File: src/rtl/ptw_pkg.sv
// Shared types, constants and helpers for the four-level page table engine.
// Used by the walker, the top level and the port checker; depends on nothing.
package ptw_pkg;

    localparam int TABLE_PAGES       = 16;
    localparam int ENTRIES_PER_TABLE = 512;
    localparam int IDX_W             = $clog2(ENTRIES_PER_TABLE);
    localparam int PAGE_W            = $clog2(TABLE_PAGES);
    localparam int ADDR_W            = PAGE_W + IDX_W;
    localparam int STORE_DEPTH       = TABLE_PAGES * ENTRIES_PER_TABLE;
    localparam int FREE_W            = $clog2(TABLE_PAGES + 1);
    localparam int ENTRY_W           = 64;
    localparam int VA_W              = 48;
    localparam int PA_W              = 52;
    localparam int PW_W              = 6;

    localparam logic [PW_W-1:0] PHYS_WIDTH_RESET = PW_W'(52);
    localparam logic [11:0]     TABLE_LINK_FLAGS = 12'h007;

    typedef enum logic [1:0] {
        CMD_MAP   = 2'd0,
        CMD_UNMAP = 2'd1,
        CMD_XLATE = 2'd2
    } cmd_t;

    localparam logic [1:0] STAT_OK         = 2'd0;
    localparam logic [1:0] STAT_NOT_MAPPED = 2'd1;
    localparam logic [1:0] STAT_NO_PAGES   = 2'd2;

    typedef enum logic [2:0] {
        S_CLEAR,
        S_IDLE,
        S_LOOKUP,
        S_EVAL,
        S_FINISH
    } walk_state_t;

    typedef struct packed {
        logic                rd_en;
        logic [ADDR_W-1:0]   rd_addr;
        logic                wr_en;
        logic [ADDR_W-1:0]   wr_addr;
        logic [ENTRY_W-1:0]  wr_data;
    } mem_req_t;

    typedef struct packed {
        logic             valid;
        logic [1:0]       status;
        logic [PA_W-1:0]  phys;
    } walk_res_t;

    // Table index of one walk level, root level first.
    function automatic logic [IDX_W-1:0] level_index(input logic [VA_W-1:0] va,
                                                      input logic [1:0] level);
        logic [IDX_W-1:0] idx;
        unique case (level)
            2'd0: idx = va[47:39];
            2'd1: idx = va[38:30];
            2'd2: idx = va[29:21];
            2'd3: idx = va[20:12];
        endcase
        return idx;
    endfunction

endpackage

File: src/rtl/ptw_walker.sv
// Walk sequencer: clears the table store after reset, then runs each command
// as up to four read-evaluate steps on the store. Depends on ptw_pkg.
module ptw_walker (
    input  logic                          aclk,
    input  logic                          aresetn,
    input  logic                          s_valid,
    output logic                          s_ready,
    input  logic [1:0]                    s_cmd,
    input  logic [ptw_pkg::VA_W-1:0]      s_va,
    input  logic [ptw_pkg::PA_W-1:0]      s_pa,
    input  logic [ptw_pkg::ENTRY_W-1:0]   s_flags,
    input  logic [ptw_pkg::PW_W-1:0]      phys_width,
    output ptw_pkg::walk_res_t            res,
    input  logic                          res_ready,
    output ptw_pkg::mem_req_t             mem_req,
    input  logic [ptw_pkg::ENTRY_W-1:0]   rd_data
);
    import ptw_pkg::*;

    walk_state_t          state_reg, state_next;
    logic [1:0]           level_reg, level_next;
    logic [PAGE_W-1:0]    page_reg, page_next;
    logic [FREE_W-1:0]    next_free_reg, next_free_next;
    logic [ADDR_W-1:0]    clr_cnt_reg, clr_cnt_next;
    logic [1:0]           cmd_reg, cmd_next;
    logic [VA_W-1:0]      va_reg, va_next;
    logic [PA_W-1:0]      pa_reg, pa_next;
    logic [ENTRY_W-1:0]   flags_reg, flags_next;
    logic [1:0]           status_reg, status_next;
    logic [PA_W-1:0]      phys_reg, phys_next;

    logic [ADDR_W-1:0]    walk_addr;
    logic [PAGE_W-1:0]    fresh_page;
    logic                 ptr_ok;
    logic                 pages_out;
    logic [PA_W-1:0]      width_mask;

    assign walk_addr  = {page_reg, level_index(va_reg, level_reg)};
    assign fresh_page = next_free_reg[PAGE_W-1:0];
    assign ptr_ok     = (rd_data[51:12] < 40'(TABLE_PAGES));
    assign pages_out  = (next_free_reg == FREE_W'(TABLE_PAGES));
    assign width_mask = ~({PA_W{1'b1}} << phys_width) & ~PA_W'(12'hFFF);

    always_ff @(posedge aclk) begin
        if (!aresetn) begin
            state_reg     <= S_CLEAR;
            level_reg     <= '0;
            page_reg      <= '0;
            next_free_reg <= FREE_W'(1);
            clr_cnt_reg   <= '0;
        end else begin
            state_reg     <= state_next;
            level_reg     <= level_next;
            page_reg      <= page_next;
            next_free_reg <= next_free_next;
            clr_cnt_reg   <= clr_cnt_next;
        end
    end

    always_ff @(posedge aclk) begin
        cmd_reg    <= cmd_next;
        va_reg     <= va_next;
        pa_reg     <= pa_next;
        flags_reg  <= flags_next;
        status_reg <= status_next;
        phys_reg   <= phys_next;
    end

    always_comb begin
        state_next     = state_reg;
        level_next     = level_reg;
        page_next      = page_reg;
        next_free_next = next_free_reg;
        clr_cnt_next   = clr_cnt_reg;
        cmd_next       = cmd_reg;
        va_next        = va_reg;
        pa_next        = pa_reg;
        flags_next     = flags_reg;
        status_next    = status_reg;
        phys_next      = phys_reg;
        s_ready        = 1'b0;
        mem_req        = '0;

        unique case (state_reg)
            S_CLEAR: begin
                mem_req.wr_en   = 1'b1;
                mem_req.wr_addr = clr_cnt_reg;
                mem_req.wr_data = '0;
                clr_cnt_next    = clr_cnt_reg + ADDR_W'(1);
                if (clr_cnt_reg == {ADDR_W{1'b1}}) begin
                    state_next = S_IDLE;
                end
            end
            S_IDLE: begin
                s_ready = 1'b1;
                if (s_valid) begin
                    cmd_next   = s_cmd;
                    va_next    = s_va;
                    pa_next    = s_pa;
                    flags_next = s_flags;
                    level_next = '0;
                    page_next  = '0;
                    phys_next  = '0;
                    if (s_cmd == CMD_MAP || s_cmd == CMD_UNMAP || s_cmd == CMD_XLATE) begin
                        state_next = S_LOOKUP;
                    end else begin
                        status_next = STAT_NOT_MAPPED;
                        state_next  = S_FINISH;
                    end
                end
            end
            S_LOOKUP: begin
                mem_req.rd_en   = 1'b1;
                mem_req.rd_addr = walk_addr;
                state_next      = S_EVAL;
            end
            S_EVAL: begin
                if (level_reg != 2'd3) begin
                    if (rd_data[0]) begin
                        if (ptr_ok) begin
                            page_next  = rd_data[12 +: PAGE_W];
                            level_next = level_reg + 2'd1;
                            state_next = S_LOOKUP;
                        end else begin
                            status_next = STAT_NOT_MAPPED;
                            state_next  = S_FINISH;
                        end
                    end else if (cmd_reg != CMD_MAP) begin
                        status_next = STAT_NOT_MAPPED;
                        state_next  = S_FINISH;
                    end else if (pages_out) begin
                        status_next = STAT_NO_PAGES;
                        state_next  = S_FINISH;
                    end else begin
                        // Link a new table; its page is still zero from the clearing pass.
                        mem_req.wr_en   = 1'b1;
                        mem_req.wr_addr = walk_addr;
                        mem_req.wr_data = {12'b0, 40'(fresh_page), TABLE_LINK_FLAGS};
                        page_next       = fresh_page;
                        next_free_next  = next_free_reg + FREE_W'(1);
                        level_next      = level_reg + 2'd1;
                        state_next      = S_LOOKUP;
                    end
                end else begin
                    status_next = STAT_OK;
                    state_next  = S_FINISH;
                    unique case (cmd_reg)
                        CMD_MAP: begin
                            mem_req.wr_en   = 1'b1;
                            mem_req.wr_addr = walk_addr;
                            mem_req.wr_data = {12'b0, pa_reg} | flags_reg;
                        end
                        CMD_UNMAP: begin
                            mem_req.wr_en   = 1'b1;
                            mem_req.wr_addr = walk_addr;
                            mem_req.wr_data = '0;
                        end
                        CMD_XLATE: begin
                            phys_next = (rd_data[PA_W-1:0] & width_mask)
                                        | {40'b0, va_reg[11:0]};
                        end
                        default: begin
                            status_next = STAT_NOT_MAPPED;
                        end
                    endcase
                end
            end
            S_FINISH: begin
                if (res_ready) begin
                    state_next = S_IDLE;
                end
            end
        endcase
    end

    assign res.valid  = (state_reg == S_FINISH);
    assign res.status = status_reg;
    assign res.phys   = phys_reg;

endmodule

File: config.mk
export PLATFORM = sky130hd
export DESIGN_NAME = ptw_walker
export DESIGN_NICKNAME = d
export VERILOG_FILES = /design/src/rtl/ptw_pkg.sv /design/src/rtl/ptw_walker.sv
export SDC_FILE = /design/constraint.sdc
export NUM_CORES = 1
export LEC_CHECK = 0
export BUFFER_PORTS_ARGS = -buffer_cell sky130_fd_sc_hd__buf_2
export CAP_MARGIN = 20
export CORE_UTILIZATION = 25
export CTS_CLUSTER_SIZE = 40
export DETAILED_ROUTE_END_ITERATION = 12
export PLACE_DENSITY = 0.57
export SLEW_MARGIN = 25
export SYNTH_ARGS = -nofsm -noshare
export SYNTH_HDL_FRONTEND = slang
export SYNTH_SLANG_ARGS = --single-unit
File: constraint.sdc
create_clock -name aclk -period 8 [get_ports aclk]
set_input_delay 0.8 -clock aclk [delete_from_list [all_inputs] [get_ports aclk]]
set_output_delay 0.8 -clock aclk [all_outputs]
set_load 0.01 [all_outputs]
# After elaboration in Yosys (flattened, before gate mapping)
# Index checks and enable logic that the tools add are counted.
# totals
register_bits	247
input_bits	240
word_cells	110
# op_classes
add_sub_neg	3
order_cmp	1
eq_ne	26
shifts	1
n_mux	46
bitwise_logic	7
n_reduce_logical	15
# op_table
operator	n
two-way mux 78 bit	4
case mux 78 bit (2 select lines)	2
two-way mux 52 bit	3
case mux 52 bit (2 select lines)	1
bitwise OR 52 x 64 -> 64 bit	1
bitwise AND 52 bit	1
NOT 52 bit	1
bitwise OR 52 x 12 -> 52 bit	1
left shift 52 x 6 -> 52 bit, first input constant	1
less-than comparator 40 x 5 -> 1 bit, second input constant	1
case mux 9 bit (4 select lines)	1
two-way mux 3 bit	9
two-way mux 2 bit	13
two-way mux 4 bit	6
case mux 3 bit (5 select lines)	1
two-way mux 14 bit	1
inequality test 2 bit, second input constant	7
adder 13 x 1 -> 13 bit, second input constant	1
equality test 13 bit, second input constant	1
AND reduction 5 bit	2
inequality test 3 bit, second input constant	3
equality test 2 bit, second input constant	4
case mux 2 bit (2 select lines)	2
case mux 4 bit (2 select lines)	1
other kinds (21)	31

# Longest topological paths before layout
# Gate-level depths: netlist (run 1).
# depth
ltp_word	7
ltp_mapped	7
mapped_depth_nobuf	7

# Worst setup path after synthesis (run 1)
# Ideal clock, no wire load.
# synth_timing
kind	flip-flop to flip-flop
startpoint	register state_reg[0]
endpoint	register phys_reg[0] (enable)
arrival_time_ns	6.209
required_ns	7.588
path_slack_ns	1.379
stages_incl_launch_ff	6
path_buffers	1
period_less_slack_ns	6.621
cell_sequence	dfxtp_1 -> buf_2 -> nor2b_1 -> nor2b_1 -> and2_1 -> a41o_1
# synth_between
elab_chain_len	3
# synth_rtl
element	line_no	text
start, declared	ptw_walker.sv:20	walk_state_t state_reg, state_next;
start signal, assigned	ptw_walker.sv:52	state_reg <= state_next;
equality test 3 x 2 -> 1 bit or equality test 3 x 1 -> 1 bit (tied branches)	ptw_walker.sv:84	unique case (state_reg)
inequality test 2 bit (no line) or nonzero test 2 bit (tied branches)	--	
AND reduction 4 bit (no line) *	--	
end signal, assigned	ptw_walker.sv:66	phys_reg <= phys_next;
end, declared	ptw_walker.sv:30	logic [PA_W-1:0] phys_reg, phys_next;
# Mark *: on every way between the ends. The rest lies on a longest branch, timed or not.
# A chain may end at the register's enable or synchronous reset.

==> results.py, run 1 <==
metrics = {
    "yosys": {
        "synth_top_area_share_pct": 68.1,
        "ys_types": 53,
        "synthArstFlopShare_pct": 0,
        "synth_edf_count": 220,
        "dominantRegCellSynth": "edfxtp_1",
        "synth_nets": 970,
        "synth_seq_cells": 247,
        "synth.cell_area_sq_mm": 0.00970,
        "yosys-top-cells-area": "edfxtp_1, dfxtp_1, nor2_1",
        "synthCells": 723,
        "syn_area_per_cell_sq_um": 13.4,
        "yosysSeqAreaShare_pct": 73.7,
        "synth_top_area_cell": "edfxtp_1",
        "yosysWarningCount": 0,
    },
    "grt": {
        "grt_max_degree": 82,
        "grt_pass1_wl_mm": 39.2,
        "gr-max-usage-layer": "met2",
        "met2_usage_pct": 22.6,
        "met1_usage_pct": 15.5,
        "antenna_found_initial": 4,
        "gr-usage-met3_pct": 3.61,
        "grt_pass1_vias": 6934,
        "grt.total_usage_pct": 13.1,
        "gr-total-overflow": 0,
    },
    "clock_tree": {
        "clockRootBuffer": "clkbuf_16",
        "numCtsBuffers": 28,
        "clk_latency_ns": 0.56,
        "htreeDepth": 1,
        "path_clk_slew_ns": 0.06,
        "cts_setup_buffers": 0,
        "ctsHoldBuffers": 0,
        "post_cts_resized": 0,
        "numClockSinks": 247,
        "cts_tree": "done",
        "clock_tree.buffer_depth": 3,
    },
    "power": {
        "p_per_area_mw_per_mm2": 207,
        "p_switching_mw": 0.555,
        "p_comb_share_pct": 3.3,
        "clockPowerShare_pct": 44.3,
        "switching_share_pct": 20.8,
        "vdd.ir_drop.worst_mv": 0.215,
        "power.internal_mw": 2.12,
        "p_leak_nw": 5.35,
        "finalPower_mw": 2.68,
        "p_seq_share_pct": 52.4,
    },
    "timing": {
        "final_max_slew_viol_count": 0,
        "max_freq_mhz": 258,
        "tightest_slew_ns": 0.992,
        "period_share_pct": 48.5,
        "max_slew_margin_pct": 33.9,
        "timing.final.ws_setup_ns": 4.12,
        "fin_skew_ns": 0.0227,
        "hold_viol": 0,
        "holdWs_ns": 0.408,
        "fin_setup_tns_ns": 0,
        "min_period_ns": 3.88,
        "setup_viol": 0,
        "rsz0062_at_grt": "no",
    },
    "finish": {
        "syn_to_final_growth_pct": 33.4,
        "fin_nets": 1339,
        "largest_reg_flops": 64,
        "finalNonFillerCells": 1626,
        "drive_above_1_share_pct": 38.1,
    },
    "job": {
        "maxCapViolCount": 0,
    },
    "route": {
        "drt-pass1-iter-count": 4,
        "vias_per_cell": 4.28,
        "ant_nets": 0,
        "route.vias.total": 6966,
        "drc": 0,
        "routed_wl_mm": 26.7,
        "drtIter0Drc": 259,
        "drt-wirelength-per-cell_um": 16.4,
    },
    "critical_path": {
        "arrival_ns": 3.08,
        "cp_slowest_cell": "and3_1",
        "critical_path_class": "reg -> out",
        "path_max_fanout": 15,
        "required_ns": 7.20,
        "crit_chain": "ha_1 -> buf_4 -> and3_1 -> o21ai_0 -> nand2_1 -> buf_2",
        "crit_path_end_kind": "output pin",
        "cp_slowest_stage_delay_ns": 0.61,
        "start_kind": "flop",
    },
    "floorplan": {
        "die_y_um": 199,
        "rows": 71,
        "ios": 388,
        "start_util_pct": 25.6,
        "die_w_um": 199,
        "design.die.area_sq_mm": 0.0396,
        "core_sq_mm": 0.0379,
    },
    "placed_design": {
        "hpwl_mm": 19.6,
        "gp_congestion": 0.783,
        "port_buffers": 364,
        "post-place-cells": 1573,
        "dpl_worst_slack_ns": 4.43,
    },
    "hold_path": {
        "hold_path.class": "in -> reg",
    },
    "status": {
        "status": "complete, no violations",
    },
}
worst max-delay path, delay by kind of cell (launching register included):
family / cells / cell delay [ns]
simple gates: 2 / 0.74
buf+inv: 2 / 0.47
flops: 1 / 0.40
compound gates: 1 / 0.32
fa+ha+maj: 1 / 0.59
final timing paths:
| check | start | endpoint | slack (ns) | cells after the start |
|---|---|---|---|---|
| hold / removal | s_va[28] | va_reg[28] | 0.41 | 1 |
| setup / recovery | level_reg[0] | mem_req[12] | 4.12 | 6 |
| hold reg to reg | level_reg[0] | level_reg[0] | 0.51 | 1 |
| setup reg to reg | state_reg[0] | phys_reg[7] | 5.19 | 5 |
cells in the final DEF (no fill, tap or decap), types with 3 or more instances in the layout:
cell	instances
nand3_1	3
o21ai_0	39
a22o_1	4
nand4_1	7
o311a_1	5
xnor2_1	5
nor2b_1	3
a222oi_1	9
buf_2	364
or3_1	4
buf_4	6
nand2_1	63
and3_1	11
dfxtp_1	27
inv_1	18
xor2_1	9
edfxtp_1	220
clkbuf_1	6
o22ai_1	5
nor3b_1	4
clkinv_1	5
and2_1	31
nor2_1	138
a21oi_1	22
ha_1	7
nand2b_1	3
nor4_1	7
a21o_1	4
clkbuf_16	28
nor3_1	8
mux2i_1	7
clkinv_2	8
power groups by stage:
stage               combinational [mW]  sequential [mW]  clock [mW]
floorplan                       0.0238             1.43           0
global placement                0.0876             1.43           0
detailed placement              0.0897             1.43           0
CTS                             0.0900             1.40        1.23
finish                          0.0888             1.40        1.18
global route                    0.0985             1.40        1.27
metrics by stage:
step	util [%]	area [sq um]
2_1_floorplan	-	9700
3_3_place_gp	31.8	12100
3_5_place_dp	31.8	12100
4_1_cts	34.1	12900
5_1_grt	34.1	12900
6_report	34.1	12900
area by class of cell:
| type | count | area, sq um |
|---|---|---|
| Inverter | 18 | 67.6 |
| Sequential cell | 247 | 7150 |
| Antenna cell | 2 | 5.00 |
| Fill cell | 3840 | 25000 |
| Clock buffer | 34 | 723 |
| Timing Repair Buffer | 370 | 1870 |
| Tap cell | 511 | 639 |
| Multi-Input combinational cell | 427 | 2370 |
| Clock inverter | 17 | 123 |
cells in the mapped netlist (2+ instances only):
master	number
buf_2	5
edfxtp_1	220
nor2b_1	3
nand4_1	7
xor2_1	9
buf_1	2
nor3_1	8
and2_1	32
and3_1	11
clkbuf_1	23
nand2_1	63
or2_2	2
mux2i_1	7
nor4_4	2
a22o_1	4
nand3_1	4
nor4_1	7
a222oi_1	9
o22ai_1	5
nand2b_1	3
ha_1	7
or3_1	4
o311a_1	5
a21oi_1	22
xnor2_1	5
inv_1	18
a21o_1	4
o21ai_0	39
nor3b_1	4
o211ai_1	2
dfxtp_1	27
a211oi_1	2
nor2_1	138
metal layers:
layer | routed length (um) | up-vias
met3 | 1950 | 50
met1 | 10800 | 3248
met2 | 13200 | 287
met4 | 830 | 4
li1 | - | 3377
met5 | 23 | -
cells by family (layout without fill, tap and decap cells):
group | Yosys count | in the layout | synth area share [%]
mux | 7 | 7 | 0.723
other cells | 0 | 2 | 0
xor+xnor | 14 | 14 | 1.26
flops | 247 | 247 | 73.7
simple gates | 297 | 297 | 14.5
buf+inv | 49 | 439 | 2.04
fa+ha+maj | 7 | 7 | 0.903
compound gates | 102 | 102 | 6.85
Note: power is estimated with default switching activity, not from simulation.
==> run 2, diff against run 1 <==
==> constraint.sdc (replaced) <==
create_clock -name aclk -period 3.7 [get_ports aclk]
set_input_delay 0.37 -clock aclk [delete_from_list [all_inputs] [get_ports aclk]]
set_output_delay 0.37 -clock aclk [all_outputs]
set_load 0.01 [all_outputs]
==> results.py, run 2 (same netlist as run 1, synthesis figures left out) <==
metrics = {
    "clock_tree": {
        "cts_setup_buffers": 0,
        "clockRootBuffer": "clkbuf_16",
        "post_cts_resized": 0,
        "cts_tree": "done",
        "numCtsBuffers": 28,
        "path_clk_slew_ns": 0.06,
        "numClockSinks": 247,
        "htreeDepth": 1,
        "ctsHoldBuffers": 161,
        "clock_tree.buffer_depth": 3,
        "clk_latency_ns": 0.54,
    },
    "critical_path": {
        "crit_family": "compound AO/OA/AOI/OAI gates",
        "cp_num_buf_inv": 2,
        "critical_path_class": "reg -> out",
        "required_ns": 3.33,
        "crit_path_end_kind": "output pin",
        "arrival_ns": 2.99,
        "start_kind": "flop",
        "cp_slowest_cell": "a21oi_1",
        "path_max_fanout": 6,
        "cp_slowest_stage_delay_ns": 0.57,
        "crit_chain": "inv_1 -> ha_1 -> and4bb_2 -> nor2_1 -> o21ai_0 -> a21oi_1 -> a22o_1 -> buf_2",
    },
    "route": {
        "wl_met3_mm": 2.17,
        "wl_met1_mm": 11.4,
        "drc": 0,
        "vias_per_cell": 4.37,
        "drt-pass1-iter-count": 6,
        "drt-wirelength-per-cell_um": 16.4,
        "routed_wl_mm": 29.3,
        "routed.top_layer": "met5",
        "drtIter0Drc": 406,
        "dr_wl_met2_mm": 14.7,
        "ant_nets": 0,
        "route.vias.total": 7802,
    },
    "finish": {
        "nFillCells": 3663,
        "final_area_sq_mm": 0.0146,
        "final_common_cell": "buf_2",
        "largest_reg_flops": 64,
        "fin_nets": 1503,
        "num_antenna_cells": 0,
        "syn_to_final_growth_pct": 50.9,
        "drive_above_1_share_pct": 33.5,
        "final_cell_mix": "buf_2, edfxtp_1, dlygate4sd3_1, nor2_1, nand2_1",
        "final_util_pct": 38.6,
    },
    "timing": {
        "rsz0062_at_grt": "no",
        "hold_viol": 0,
        "final_max_slew_viol_count": 0,
        "tightest_slew_ns": 0.915,
        "period_share_pct": 90.8,
        "fin_setup_tns_ns": 0,
        "setup_viol": 0,
        "holdWs_ns": 0.0390,
        "min_period_ns": 3.36,
        "max_slew_margin_pct": 39.0,
        "timing.final.ws_setup_ns": 0.340,
        "max_freq_mhz": 298,
        "fin_skew_ns": 0.0104,
    },
    "power": {
        "clockPowerShare_pct": 44.8,
        "p_seq_share_pct": 49.7,
        "p_per_area_mw_per_mm2": 417,
        "p_switching_mw": 1.23,
        "vdd.ir_drop.worst_mv": 0.393,
        "power.internal_mw": 4.87,
        "p_comb_share_pct": 5.5,
        "p_leak_nw": 6.06,
        "switching_share_pct": 20.1,
    },
    "placed_design": {
        "placed_area_sq_mm": 0.0121,
        "port_buffers": 364,
        "dpl_worst_slack_ns": 0.836,
        "hpwl_mm": 19.8,
        "gp_congestion": 0.813,
    },
    "floorplan": {
        "die_w_um": 199,
        "die_y_um": 199,
        "start_util_pct": 25.6,
        "core_sq_mm": 0.0379,
        "ios": 388,
        "design.die.area_sq_mm": 0.0396,
        "rows": 71,
    },
    "hold_path": {
        "hold_path.class": "in -> reg",
    },
    "grt": {
        "gr-total-overflow": 0,
        "grt_pass1_wl_mm": 43.2,
        "grt_max_degree": 167,
        "grt_pass1_vias": 8051,
        "antenna_found_initial": 1,
        "grt.total_usage_pct": 14.3,
    },
    "status": {
        "status": "complete, no violations",
    },
    "job": {
        "maxCapViolCount": 0,
    },
}
-- run 2: cell types whose count changed in the layout (fill, tap and decap cells not counted), sizes merged --
cell / previous run / this run
buf: 370 / 373
bufinv: 1 / 3
clkbuf: 34 / 36
clkinv: 16 / 10
diode: 2 / 0
dlygate4sd3: 0 / 161
-- run 2: power groups by stage --
| stage | clock network [mW] | logic, mW | registers [mW] |
|---|---|---|---|
| 5_1_grt | 2.90 | 0.364 | 3.03 |
| 3_3_place_gp | 0 | 0.193 | 3.09 |
| 2_1_floorplan | 0 | 0.0516 | 3.09 |
| 4_1_cts | 2.81 | 0.333 | 3.03 |
| 3_5_place_dp | 0 | 0.196 | 3.09 |
| 6_report | 2.73 | 0.336 | 3.03 |
-- run 2: routing by layer --
| layer | vias up | global-route usage, % |
|---|---|---|
| li1 | 3702 | - |
| met1 | 3671 | 15.9 |
| met2 | 364 | 25.8 |
| met3 | 63 | 3.44 |
| met4 | 2 | 6.44 |
| met5 | - | 0 |
-- run 2: cell type report --
cell class	instances	area, sq um	share of cell area [%]
multi-input combinational	427	2370	16.2
sequential	247	7150	48.8
inverter	18	67.6	0.462
clock buffer	36	752	5.14
tap	511	639	4.37
clock inverter	13	145	0.992
timing repair buffer	534	3510	24.0
-- run 2: metrics by stage --
stage                     power [mW]  cells
after floorplan                 3.14    723
after global routing            6.29   1786
final                           6.10   1786
after global placement          3.28   1576
after detailed placement        3.29   1576
after CTS                       6.17   1786
-- run 2: final timing paths --
check,startpoint,end,slack [ns],cells after the start
setup reg to reg,state_reg[1],phys_reg[27],1.29,4
hold reg to reg,level_reg[0],level_reg[0],0.51,1
hold / removal,s_pa[36],pa_reg[36],0.04,1
setup / recovery,next_free_reg[0],mem_req[74],0.34,8
